===== src/psa_ram.sv =====
// Generic single-write, single-read RAM with a registered read port.
`default_nettype none

module psa_ram #(
    parameter int WIDTH = 8,
    parameter int DEPTH = 16,
    localparam int ADDR_W = (DEPTH > 1) ? $clog2(DEPTH) : 1
) (
    input  wire logic              clk,
    input  wire logic              wr_en,
    input  wire logic [ADDR_W-1:0] wr_addr,
    input  wire logic [WIDTH-1:0]  wr_data,
    input  wire logic              rd_en,
    input  wire logic [ADDR_W-1:0] rd_addr,
    output logic      [WIDTH-1:0]  rd_data
);

    logic [WIDTH-1:0] mem [DEPTH];
    logic [WIDTH-1:0] rd_data_reg;

    // Write port.
    always_ff @(posedge clk)
    begin
        if (wr_en)
        begin
            mem[wr_addr] <= wr_data;
        end
    end

    // Read port; the data holds until the next read.
    always_ff @(posedge clk)
    begin
        if (rd_en)
        begin
            rd_data_reg <= mem[rd_addr];
        end
    end

    assign rd_data = rd_data_reg;

endmodule

`default_nettype wire


===== config.mk =====
export PLATFORM = sky130hd
export DESIGN_NAME = psa_ram
export DESIGN_NICKNAME = d
export VERILOG_FILES = /design/src/psa_ram.sv
export SDC_FILE = /design/constraint.sdc
export NUM_CORES = 1
export LEC_CHECK = 0
export BUFFER_PORTS_ARGS = -buffer_cell sky130_fd_sc_hd__buf_4
export CAP_MARGIN = 10
export CORE_MARGIN = 4
export CORE_UTILIZATION = 55
export CTS_CLUSTER_DIAMETER = 100
export DETAILED_ROUTE_END_ITERATION = 16
export PLACE_DENSITY = 0.73
export SLEW_MARGIN = 20
export SYNTH_ARGS = -nofsm -noshare
export SYNTH_HDL_FRONTEND = slang
export SYNTH_SLANG_ARGS = --single-unit

===== constraint.sdc =====
create_clock -name clk -period 4.67 [get_ports clk]
set_input_delay 0.934 -clock clk [delete_from_list [all_inputs] [get_ports clk]]
set_output_delay 0.934 -clock clk [all_outputs]
set_load 0.01 [all_outputs]

==> summary.json <==
{
  "grt": {
    "grt_max_degree": 33,
    "total_congestion_overflow_after_global_routing": 0,
    "first_global_vias": 2588,
    "antenna_found_initial": 0,
    "grt_pass1_wl_um": 15800,
    "globalRouteTotalUtil": 0.200
  },
  "power_and_ir_drop": {
    "power_density_nw_per_um2": 466,
    "leakagePower_nw": 2.03,
    "power.ir.vdd_worst_mv": 0.246,
    "total_power_mw": 2.85
  },
  "cts": {
    "clk_pin_slew_ns": 0.06,
    "cts_max_path_buffers": 2,
    "clock_sink_count": 136,
    "post_cts_resized": 0,
    "cts-buffers-inserted": 17,
    "cts_max_level": 4,
    "cts-hold-fix-buffers": 0,
    "worstSkewPairLatency_ns": 0.51,
    "root_buffer": "clkbuf_8",
    "tritoncts": "done",
    "postCtsSetupBuffers": 0
  },
  "synth": {
    "syn_inst": 229,
    "fraction_of_the_mapped_netlist_area_in_compound_gates": 0.0230,
    "ys_dominant_reg_cell": "edfxtp_1",
    "synth_enable_flop_cells": 136,
    "yosys-mux-area-fraction": 0.148,
    "synth.most_common_cell": "edfxtp_1",
    "post_synth_xor_area_fraction": 0,
    "synth_top_area_cell": "edfxtp_1",
    "combinational_family_with_the_most_area_after_synthesis": "multiplexers",
    "syn-mean-instance-area_um2": 22.8,
    "synthesis.area_um2": 5230,
    "synth_adder_area_share": 0,
    "synth_fp_nets": 248,
    "async_flop_share": 0,
    "synth-simple-area-share": 0.0314,
    "synth_warnings": 0,
    "ys_top_cells_by_area": "edfxtp_1 78%, mux4_2 7.8%, mux4_1 7.0%, a22oi_1 2.3%, nor2_1 0.93%",
    "yosysUniqueCellTypes": 18,
    "synth_seq_area_share": 0.781,
    "synthTopCellsByCount": "136 x edfxtp_1, 18 x mux4_2, 16 x a22oi_1",
    "ys_ff_latch": 136,
    "synth_top_cell_area_share": 0.781
  },
  "placed_design": {
    "detail_placement_hpwl_um": 5870,
    "place.port_buffers": 26,
    "dpl_cell_area_um2": 5520,
    "post-place-ws_ns": 1.94,
    "gp_congestion": 0.765,
    "placedCellCount": 375
  },
  "detailed_routing": {
    "drt_pre_antenna_iters": 5,
    "wirelength_um": 10300,
    "dr.first_iter.drc_count": 264,
    "drc_violations": 0,
    "drt-wirelength-per-cell_um": 25.3,
    "route.antenna.remaining_nets": 0,
    "post_drt_via_cell_ratio": 6.17,
    "vias": 2511
  },
  "sta": {
    "timing_hold_violations_final": 0,
    "worst_slew_pin_slew_ns": 1.01,
    "holdWs_ns": 0.729,
    "setup_slack_ns": 2.48,
    "slew_headroom": 0.327,
    "max_clock_freq_mhz": 457,
    "finalSetupTns_ns": 0,
    "min_period_over_period": 0.469,
    "fin_skew_ns": 0.00620,
    "final-max-slew-violation-count": 0,
    "min_period_ns": 2.19,
    "final-setup-viol-count": 0,
    "setup_repair_after_global_routing_missed_its_margin": "no"
  },
  "critical_path": {
    "cp.required_ns": 4.92,
    "critical_path.max_fanout": 32,
    "worst-setup-path-type": "input port to register",
    "timing.critical_path.arrival_ns": 2.44,
    "critPathCaptureType": "register",
    "start_kind": "input port"
  },
  "flow_run": {
    "drv.max_cap_violation_count": 0
  },
  "finish": {
    "largest_register_ffs": 128,
    "ratio_of_cells_with_drive_above_1_in_the_final_layout": 0.291,
    "post_layout_nonfiller_instances": 407,
    "antennaDiodeCount": 0,
    "fin_util": 0.663,
    "postLayoutCellArea_um2": 6120,
    "final_nets": 284,
    "layout-area-overhead-vs-synth_pct": 17.1
  },
  "floorplanning": {
    "std_cell_rows": 35,
    "die_height_um": 105,
    "initial_core_util": 0.566,
    "die-width_um": 105,
    "floorplan.io_pins": 27,
    "floorplan.core_area_um2": 9240,
    "die_area_um2": 11100
  },
  "worst_hold_path": {
    "worst_hold_path_type": "input port to register"
  },
  "status": {
    "run_status": "complete, no violations"
  }
}
## layer usage
metal,global-route usage,share of wire,vias to the layer above
li1,-,-,1057
met1,0.277,0.40,1295
met2,0.304,0.48,139
met3,0.0557,0.091,20
met4,0.0851,0.021,0
met5,0,0,-
## worst max-delay path, cell delays in order
cell and delay (ns):
buf_4 0.46, mux4_1 0.67, a22oi_1 0.26, nand2_1 0.10
## cell type report
type	instances	area (µm²)
Clock buffer	17	414
Fill cell	589	3120
Clock inverter	15	189
Multi-Input combinational cell	83	1070
Tap cell	129	161
Sequential cell	136	4080
Timing Repair Buffer	27	203
## power breakdown
part,switching [mW],internal [mW],total (mW)
combinational,0.0741,0.0549,0.129
clock,0.516,0.824,1.34
sequential,0.00847,1.38,1.38
## kinds of logic after synthesis
group / Yosys count
muxes: 32
AOI/OAI and AO/OA: 16
buffers and inverters: 10
DFF: 136
and+or+nand+nor: 35
## placed cells by master, fill, tap and decap left out, types with 3 or more instances in the layout
| master | synthesis | final |
|---|---|---|
| a22oi_1 | 16 | 16 |
| buf_4 | 1 | 27 |
| bufinv_16 | 0 | 3 |
| clkbuf_16 | 0 | 16 |
| clkinv_4 | 0 | 3 |
| edfxtp_1 | 136 | 136 |
| inv_6 | 0 | 6 |
| mux4_1 | 14 | 14 |
| mux4_2 | 18 | 18 |
| nand2_1 | 9 | 9 |
| nor2_1 | 13 | 13 |
| nor3_2 | 0 | 3 |
## worst paths after layout
path	cells after the start	end	slack (ns)	start
worst max-delay path	4	rd_data[0]	2.48	rd_addr[0]
worst min-delay path	1	mem[2][3]	0.73	wr_data[3]
worst max register to register	3	rd_data[3]	3.10	mem[2][3]
worst min register to register	3	rd_data[5]	0.75	mem[11][5]
Note: power is estimated with default switching activity, not from simulation.
